**src/rtl/tkfd_pkg.sv**
```systemverilog
// ============================================================================
// Touch/key frame decoder package
// Shared types, protocol constants and the scancode map.
// ============================================================================
package tkfd_pkg;

    localparam int KEPT_BYTES_DEF = 4;

    localparam logic [7:0] START_BYTE = 8'h02;
    localparam logic [7:0] END_BYTE   = 8'h03;
    localparam logic [3:0] ID_LIMIT   = 4'd14;
    localparam logic [3:0] ID_KEY     = 4'd2;
    localparam logic [3:0] ID_TOUCH   = 4'd3;

    // Reported key codes.
    localparam logic [2:0] KC_RECORD = 3'd0;
    localparam logic [2:0] KC_Q      = 3'd1;
    localparam logic [2:0] KC_UP     = 3'd2;
    localparam logic [2:0] KC_RIGHT  = 3'd3;
    localparam logic [2:0] KC_LEFT   = 3'd4;
    localparam logic [2:0] KC_DOWN   = 3'd5;

    // Parser phases, one-hot.
    typedef enum logic [3:0] {
        PH_HUNT  = 4'b0001,
        PH_HEAD  = 4'b0010,
        PH_DATA  = 4'b0100,
        PH_CLOSE = 4'b1000
    } t_phase;

    typedef struct packed {
        logic       hit;
        logic [2:0] code;
    } t_key_map;

    typedef struct packed {
        logic [3:0]  frame_id;
        logic        key_valid;
        logic [2:0]  key_code;
        logic        key_pressed;
        logic        touch_press;
        logic        position_valid;
        logic [15:0] pos_x;
        logic [15:0] pos_y;
        logic        touch_release;
    } t_result;

    // Maps a raw 7-bit scancode to a reported key code.
    function automatic t_key_map map_key(input logic [6:0] scan);
        t_key_map m;
        m.hit  = 1'b1;
        m.code = KC_RECORD;
        case (scan)
            7'd1: m.code = KC_RECORD;
            7'd4: m.code = KC_Q;
            7'd6: m.code = KC_UP;
            7'd7: m.code = KC_RIGHT;
            7'd8: m.code = KC_LEFT;
            7'd9: m.code = KC_DOWN;
            default: begin
                m.hit  = 1'b0;
                m.code = KC_RECORD;
            end
        endcase
        return m;
    endfunction

endpackage

```
**src/rtl/touch_key_frame_decoder_core.sv**
```systemverilog
// ============================================================================
// Touch/key frame decoder core
// Parses a byte stream into key and touch events, one result per good frame.
// ============================================================================
// Usage:
// The input channel carries one received serial byte per request
// (i_in_valid / o_in_stall). The output channel carries one decoded event
// per accepted frame (o_out_valid / i_out_stall); bytes that do not close a
// frame produce nothing on the output.
// A byte is taken every cycle while o_in_stall is low: the parser state
// updates in the cycle the byte is accepted, and a closing byte's event is
// registered into the output register, or the skid register if it is held.
// Behind the output register sits a one-entry skid register, so the input
// keeps flowing while an event waits to be taken. Only when both hold an
// event does o_in_stall rise; it is a registered signal.
// Reset (synchronous, active low) returns the parser to hunting for the
// start byte, clears the kept payload bytes and the pen state, and empties
// both output registers.
// ============================================================================
module touch_key_frame_decoder_core
    import tkfd_pkg::*;
#(
    parameter int KEPT_BYTES = KEPT_BYTES_DEF
) (
    input  logic        i_clk,
    input  logic        i_rst_n,
    input  logic        i_in_valid,
    output logic        o_in_stall,
    input  logic [7:0]  i_rx_byte,
    output logic        o_out_valid,
    input  logic        i_out_stall,
    output logic [3:0]  o_frame_id,
    output logic        o_key_valid,
    output logic [2:0]  o_key_code,
    output logic        o_key_down,
    output logic        o_touch_press,
    output logic        o_position_valid,
    output logic [15:0] o_pos_x,
    output logic [15:0] o_pos_y,
    output logic        o_touch_release
);

    localparam int IDX_W = (KEPT_BYTES > 1) ? $clog2(KEPT_BYTES) : 1;

    // Parser state.
    t_phase      r_phase, n_phase;
    logic [3:0]  r_cur_id, n_cur_id;
    logic [3:0]  r_cur_len, n_cur_len;
    logic [3:0]  r_byte_pos, n_byte_pos;
    logic [7:0]  r_sum, n_sum;
    logic        r_pen, n_pen;
    logic [7:0]  r_store [KEPT_BYTES];

    // Output register and skid register.
    t_result     r_out, r_skid;
    logic        r_out_valid, r_skid_valid;

    logic        in_acc;
    logic        emit;
    logic        store_wr;
    logic        out_free;
    t_result     result;
    t_key_map    km;

    assign in_acc = i_in_valid && !o_in_stall;

    // A payload byte is kept only while it falls inside the store.
    assign store_wr = in_acc && (r_phase == PH_DATA) && (32'(r_byte_pos) < KEPT_BYTES);

    // A closing byte accepts the frame when it is the end marker or the sum.
    assign emit = in_acc && (r_phase == PH_CLOSE)
               && ((i_rx_byte == END_BYTE) || (i_rx_byte == r_sum));

    // Next-state logic for the parser.
    always_comb begin
        n_phase    = r_phase;
        n_cur_id   = r_cur_id;
        n_cur_len  = r_cur_len;
        n_byte_pos = r_byte_pos;
        n_sum      = r_sum;
        n_pen      = r_pen;
        if (in_acc) begin
            case (r_phase)
                PH_HUNT: begin
                    if (i_rx_byte == START_BYTE) begin
                        n_phase = PH_HEAD;
                    end
                end
                PH_HEAD: begin
                    n_cur_id   = i_rx_byte[7:4];
                    n_cur_len  = i_rx_byte[3:0];
                    n_byte_pos = 4'd0;
                    if (i_rx_byte[7:4] >= ID_LIMIT) begin
                        // Reserved ids drop the frame right at the header.
                        n_phase = PH_HUNT;
                    end else begin
                        n_sum   = i_rx_byte;
                        n_phase = (i_rx_byte[3:0] != 4'd0) ? PH_DATA : PH_CLOSE;
                    end
                end
                PH_DATA: begin
                    n_sum      = r_sum + i_rx_byte;
                    n_byte_pos = r_byte_pos + 4'd1;
                    if ((r_byte_pos + 4'd1) == r_cur_len) begin
                        n_phase = PH_CLOSE;
                    end
                end
                PH_CLOSE: begin
                    n_phase = PH_HUNT;
                    // A touch frame leaves the pen down when it carries
                    // coordinates and up when it is empty.
                    if (emit && (r_cur_id == ID_TOUCH)) begin
                        n_pen = (r_cur_len != 4'd0);
                    end
                end
                default: begin
                    n_phase = PH_HUNT;
                end
            endcase
        end
    end

    // Event built from the completed frame. The kept bytes still hold values
    // from earlier frames where this frame was short.
    always_comb begin
        km     = map_key(r_store[0][6:0]);
        result = '0;
        result.frame_id = r_cur_id;
        if (r_cur_id == ID_KEY) begin
            if (km.hit) begin
                result.key_valid   = 1'b1;
                result.key_code    = km.code;
                result.key_pressed = !r_store[0][7];
            end
        end else if (r_cur_id == ID_TOUCH) begin
            result.touch_press = !r_pen;
            if (r_cur_len != 4'd0) begin
                result.position_valid = 1'b1;
                result.pos_x = {r_store[0], r_store[1]};
                result.pos_y = {r_store[2], r_store[3]};
            end else begin
                result.touch_release = 1'b1;
            end
        end
    end

    always_ff @(posedge i_clk) begin
        if (!i_rst_n) begin
            r_phase    <= PH_HUNT;
            r_cur_id   <= 4'd0;
            r_cur_len  <= 4'd0;
            r_byte_pos <= 4'd0;
            r_sum      <= 8'd0;
            r_pen      <= 1'b0;
        end else begin
            r_phase    <= n_phase;
            r_cur_id   <= n_cur_id;
            r_cur_len  <= n_cur_len;
            r_byte_pos <= n_byte_pos;
            r_sum      <= n_sum;
            r_pen      <= n_pen;
        end
    end

    // Kept payload bytes; they reset to zero because short frames reuse them.
    always_ff @(posedge i_clk) begin
        if (!i_rst_n) begin
            for (int i = 0; i < KEPT_BYTES; i++) begin
                r_store[i] <= 8'd0;
            end
        end else if (store_wr) begin
            r_store[r_byte_pos[IDX_W-1:0]] <= i_rx_byte;
        end
    end

    // The output register is free when empty or when its event leaves now.
    // An event arriving while the output is held goes to the skid register,
    // which then drains into the output ahead of anything else.
    assign out_free = !r_out_valid || !i_out_stall;

    always_ff @(posedge i_clk) begin
        if (!i_rst_n) begin
            r_out_valid  <= 1'b0;
            r_skid_valid <= 1'b0;
        end else if (out_free) begin
            if (r_skid_valid) begin
                r_out_valid  <= 1'b1;
                r_skid_valid <= 1'b0;
            end else begin
                r_out_valid <= emit;
            end
        end else if (emit) begin
            r_skid_valid <= 1'b1;
        end
    end

    always_ff @(posedge i_clk) begin
        if (out_free) begin
            r_out <= r_skid_valid ? r_skid : result;
        end
        if (!out_free && emit) begin
            r_skid <= result;
        end
    end

    assign o_in_stall       = r_skid_valid;
    assign o_out_valid      = r_out_valid;
    assign o_frame_id       = r_out.frame_id;
    assign o_key_valid      = r_out.key_valid;
    assign o_key_code       = r_out.key_code;
    assign o_key_down       = r_out.key_pressed;
    assign o_touch_press    = r_out.touch_press;
    assign o_position_valid = r_out.position_valid;
    assign o_pos_x          = r_out.pos_x;
    assign o_pos_y          = r_out.pos_y;
    assign o_touch_release  = r_out.touch_release;

endmodule

```
**config.mk**
```make
export PLATFORM = sky130hd
export DESIGN_NAME = touch_key_frame_decoder_core
export DESIGN_NICKNAME = d
export VERILOG_FILES = /design/src/rtl/tkfd_pkg.sv /design/src/rtl/touch_key_frame_decoder_core.sv
export SDC_FILE = /design/constraint.sdc
export NUM_CORES = 1
export LEC_CHECK = 0
export BUFFER_PORTS_ARGS = -buffer_cell sky130_fd_sc_hd__buf_2
export CORE_UTILIZATION = 37
export CTS_CLUSTER_SIZE = 16
export DETAILED_ROUTE_END_ITERATION = 12
export GPL_ROUTABILITY_DRIVEN = 0
export PLACE_DENSITY = 0.65
export SYNTH_ARGS = -nofsm -noshare
export SYNTH_HDL_FRONTEND = slang
export SYNTH_SLANG_ARGS = --single-unit
```
**constraint.sdc**
```tcl
create_clock -name i_clk -period 4.19 [get_ports i_clk]
set_input_delay 0.419 -clock i_clk [delete_from_list [all_inputs] [get_ports i_clk]]
set_output_delay 0.419 -clock i_clk [all_outputs]
set_load 0.02 [all_outputs]
```
; ---- Yosys cells after proc, flatten, opt, wreduce, memory -nomap -nowiden
; Memories as Yosys holds them, arrays and structs flattened.
; Index checks and enable logic that the tools add are counted.
[totals]
regBits = 115
latchBits = 0
ramBits = 32
mem_bits_ro = 0
output_inout_bits = 46
word_cells = 102
n_memories = 1
[op_classes]
addsub = 2
mul = 0
div = 0
n_lt_le_gt_ge = 2
n_eq_ne = 19
n_shift = 0
muxes = 25
bitwise_logic = 1
reduce_logical = 26
[memory_table]
columns = name, words, word_bits, rd, rd_ports_with_merged_regs, write_ports, line_no
row1 = r_store, 4, 8, 4, 0, 4, touch_key_frame_decoder_core.sv:52  ; logic [7:0] r_store [KEPT_BYTES];
[ops]
columns = operator, n
row1 = 2-to-1 mux 35 bit, 2
row2 = 2-to-1 mux 44 bit, 1
row3 = 2-to-1 mux 33 bit, 1
row4 = "equality test 7 x 3 -> 1 bit, second input constant", 3
row5 = "equality test 8 x 2 -> 1 bit, second input constant", 2
row6 = 2-to-1 mux 4 bit, 4
row7 = 2-to-1 mux 8 bit, 2
row8 = one-hot mux 8 bit (2 select lines), 1
row9 = one-hot mux 3 bit (5 select lines), 1
row10 = "equality test 7 x 4 -> 1 bit, second input constant", 2
row11 = "equality test 4 x 2 -> 1 bit, second input constant", 3
row12 = one-hot mux 4 bit (3 select lines), 1
row13 = 2-to-1 mux 5 bit, 2
row14 = AND reduction 3 bit, 3
row15 = adder 8 bit, 1
row16 = equality test 8 bit, 1
row17 = 2-to-1 mux 1 bit, 8
row18 = one-hot mux 4 bit (2 select lines), 1
row19 = nonzero test 4 bit, 2
row20 = OR reduction 8 bit, 1
row21 = "equality test 7 x 1 -> 1 bit, second input constant", 1
row22 = logical AND 1 bit, 7
row23 = zero test 1 bit, 6
row24 = OR reduction 6 bit, 1
row25 = 15 further kinds, 18

; ---- Depth between registers and ports, before layout
[logic_depth]
depth_word = 9
ltp_mapped = 8
mapped_depth_nobuf = 8

; ---- Worst setup path after synthesis
; No wires, ideal clock.
[synth_path]
path_type = reg-to-reg
startpoint = reg r_out_valid, in the netlist o_out_valid
endpoint = reg r_skid[0] in the netlist's numbering, enable pin
setup_ns = 0.450
t_arrival_ns = 3.581
t_required_ns = 3.740
slack_ns = 0.159
path_stages_with_launch = 3
n_path_buf = 0
cell_sequence = dfxtp_1 nand2_1 nor2b_1
[synth_via]
elab_chain_cells = 4
[synth_lines]
columns = element, line_no
row1 = start: declaration, touch_key_frame_decoder_core.sv:56  ; logic r_out_valid, r_skid_valid;
row2 = start signal: assignment, touch_key_frame_decoder_core.sv:190  ; r_out_valid <= emit;
row3 = zero test 1 bit, touch_key_frame_decoder_core.sv:179  ; assign out_free = !r_out_valid || !i_out_stall;
row4 = logical OR 1 bit, touch_key_frame_decoder_core.sv:179
row5 = named net out_free, touch_key_frame_decoder_core.sv:61  ; logic out_free;
row6 = zero test 1 bit, touch_key_frame_decoder_core.sv:201  ; if (!out_free && emit) begin
row7 = logical AND 1 bit, touch_key_frame_decoder_core.sv:201
row8 = end signal: assignment, touch_key_frame_decoder_core.sv:202  ; r_skid <= result;
row9 = end: declaration, touch_key_frame_decoder_core.sv:55  ; t_result r_out, r_skid;
; The timed path passes the listed nets, and every way through them passes these cells.
; A chain may end at the register's enable or synchronous reset.

==> flow_metrics.py <==
metrics = {
    "clock_network": {
        "path_clk_slew_ps": 60,
        "ctsHoldBuffers": 0,
        "clkSinkCount": 147,
        "clockRootBuffer": "clkbuf_16",
        "clock_path_buffers": 2,
        "tritoncts": "done",
        "clock_latency_ps": 420,
        "htreeDepth": 4,
        "cts_resized": 0,
        "cts_buffers": 17,
        "post_cts_buffers": 0,
    },
    "power_and_ir_drop": {
        "power_frac_comb_pct": 2.2,
        "p_clk_share_pct": 43.9,
        "power.leakage_nw": 3.12,
        "p_switching_mw": 0.601,
        "pwr-share-seq_pct": 53.8,
        "p_int_mw": 2.34,
        "vdd_drop_max_v": 0.000267,
        "p_sw_share_pct": 20.5,
        "powerDensity_mw_per_mm2": 389,
    },
    "yosys": {
        "synthesis.area_mm2": 0.00657,
        "synth.avg_cell_area_um2": 13.3,
        "synthArstFlopShare_pct": 0,
        "ys.flop_type": "edfxtp_1",
        "yosys_warnings": 0,
        "synth_cells": 495,
        "synth_edf_count": 120,
        "synthDistinctLibCells": 51,
        "syn-num-nets": 516,
        "synth_seq_area_share_pct": 63.1,
        "ys_ff_latch": 147,
    },
    "finish": {
        "antenna_cells": 0,
        "final_common_cell": "edfxtp_1",
        "area_growth_pct": 15.1,
        "fin_nets": 574,
        "finalCoreUtilization_pct": 43.7,
        "seq_area_mm2": 0.00415,
        "n_fill_cell": 1621,
        "stdcell_area_mm2": 0.00756,
        "drive_gt1_share_pct": 24.6,
        "multi_input_area_mm2": 0.00226,
        "layout_common_cells": "edfxtp_1 (120), and2_1 (67), buf_2 (57)",
    },
    "floorplan": {
        "dieArea_mm2": 0.0183,
        "initial_core_util_pct": 38.0,
        "num_io_pins": 58,
        "core_mm2": 0.0173,
        "die_h_um": 135,
        "die_x_um": 135,
        "rows": 48,
    },
    "worst_setup_path": {
        "reg2reg_slack_ps": 1340,
        "reg2regPathDepth": 5,
        "arrival_ps": 2930,
        "crit_path_start_kind": "register",
        "path_max_fanout": 11,
        "criticalPathCategory": "reg -> reg",
        "cp.required_ps": 4270,
        "r2r_end": "r_store[0][6]",
        "reg2reg_from": "r_phase[0]",
        "endpoint_kind": "register",
    },
    "timing": {
        "rsz0062_at_grt": "false",
        "min_period_over_period_pct": 68.0,
        "worst_pin_slew_ps": 999,
        "timing.clock.skew_ps": 9.51,
        "holdWs_ps": 394,
        "slew_headroom_pct": 32.4,
        "setup_violations": 0,
        "max_freq_mhz": 351,
        "final_hold_viol_count": 0,
        "period_minus_slack_ps": 2850,
        "finalSetupTns_ps": 0,
        "final-max-slew-violation-count": 0,
    },
    "run_status": {
        "status": "finished clean",
    },
    "global_routing": {
        "grt_pass1_vias": 4013,
        "grt_use_total_pct": 14.6,
        "grt_overflow": 0,
        "grt_pass1_wl_mm": 20.3,
        "grt_max_degree": 54,
        "antenna_found_initial": 0,
    },
    "route": {
        "initialDrtViolationCount": 205,
        "vias_per_cell": 4.96,
        "detail_route.wl_per_cell_um": 15.6,
        "num_vias": 3921,
        "ant_nets": 0,
        "dr.pass1.iters": 5,
        "drc_errors": 0,
        "wl_mm": 12.3,
    },
    "place": {
        "dp_hpwl_mm": 8.32,
        "portBuffers": 57,
        "placed_area_mm2": 0.00705,
    },
    "min_path": {
        "hold_path_end": "r_sum[3]",
        "hold_start": "i_rx_byte[3]",
        "min_path_cells": 3,
        "hp-class": "in -> reg",
    },
    "flow_run": {
        "max_cap_violations": 0,
    },
}
[registers in the layout (all words and copies together) (netlist names), 3 cells and up]
register / count
r_sum: 8
r_cur_id: 4
o_frame_id: 4
o_pos_y: 16
r_cur_len: 4
r_phase: 4
o_key_code: 3
r_store: 32
r_skid: 44
r_byte_pos: 4
o_pos_x: 16
[how the worst max path moves through the flow]
stage,startpoint,endpoint,slack [ps],cells after the start
floorplan,o_out_valid,r_skid[0],160,2
finish,r_phase[0],r_store[0][6],1340,5
detailed placement,i_rx_byte[2],r_skid[21],1290,7
global placement,i_rx_byte[2],r_skid[25],1360,7
CTS,r_phase[0],r_store[0][3],1360,5
global route,r_phase[0],r_store[0][3],1060,5
[power by group through the flow]
| stage | sequential [mW] | combinational (mW) | clock (mW) |
|---|---|---|---|
| floorplan | 1.61 | 0.0401 | 0 |
| global placement | 1.61 | 0.0626 | 0 |
| detailed placement | 1.61 | 0.0652 | 0 |
| CTS | 1.58 | 0.0658 | 1.32 |
| global route | 1.58 | 0.0721 | 1.38 |
| finish | 1.58 | 0.0655 | 1.29 |
[cell type report]
class | count | share of cell area (%)
well taps | 225 | 3.73
clock buffers | 19 | 5.73
inverters | 11 | 0.546
repair buffers | 62 | 4.27
clock inverters | 13 | 0.927
flip-flops and latches | 147 | 54.9
multi-input cells | 314 | 29.9
[stage by stage]
stage | std cells | worst slack [ps] | total power [mW]
2_1_floorplan | 495 | 159 | 1.65
3_3_place_gp | 759 | 1360 | 1.67
3_5_place_dp | 759 | 1290 | 1.68
4_1_cts | 791 | 1360 | 2.97
5_1_grt | 791 | 1060 | 3.04
6_report | 791 | 1340 | 2.94
[logic make-up (layout without fill, tap and decap cells)]
| logic type | after synthesis | count (layout) | share of synthesized area [%] |
|---|---|---|---|
| AND/OR/NAND/NOR | 185 | 185 | 16.7 |
| buffers and inverters | 34 | 105 | 2.61 |
| XOR/XNOR | 10 | 10 | 1.33 |
| flip-flops | 147 | 147 | 63.1 |
| AO/OA/AOI/OAI | 59 | 59 | 5.92 |
| adder cells (fa/ha/maj) | 9 | 9 | 1.83 |
| multiplexers | 51 | 51 | 8.53 |
[cell usage after synthesis (8+ instances only)]
cell / number / share of area (%)
a21oi_1: 14 / 1.1
and2_1: 67 / 6.4
clkbuf_1: 13 / 0.74
dfxtp_1: 27 / 8.2
edfxtp_1: 120 / 55
ha_1: 8 / 1.5
inv_1: 11 / 0.63
mux2_2: 40 / 6.9
mux2i_1: 11 / 1.7
nand2_1: 28 / 1.6
nand3_1: 14 / 1.1
nor2_1: 19 / 1.1
nor2b_1: 15 / 1.4
o21ai_0: 13 / 0.99
[metal layers]
metal | vias to the layer above | GRT usage [%] | share of wire, %
met1 | 1895 | 18.2 | 45
met5 | - | 0 | 0
met2 | 85 | 23.1 | 49
li1 | 1919 | - | -
met3 | 22 | 4.15 | 4.2
met4 | 0 | 7.68 | 2.3
[critical path, stage by stage (launching register included)]
cell	delay, ps
dfxtp_1	390
nor4b_4	350
nand3_1	160
nor4b_2	740
nor3b_2	490
nand2b_1	380
No activity file was read; power rests on OpenSTA's default activity.
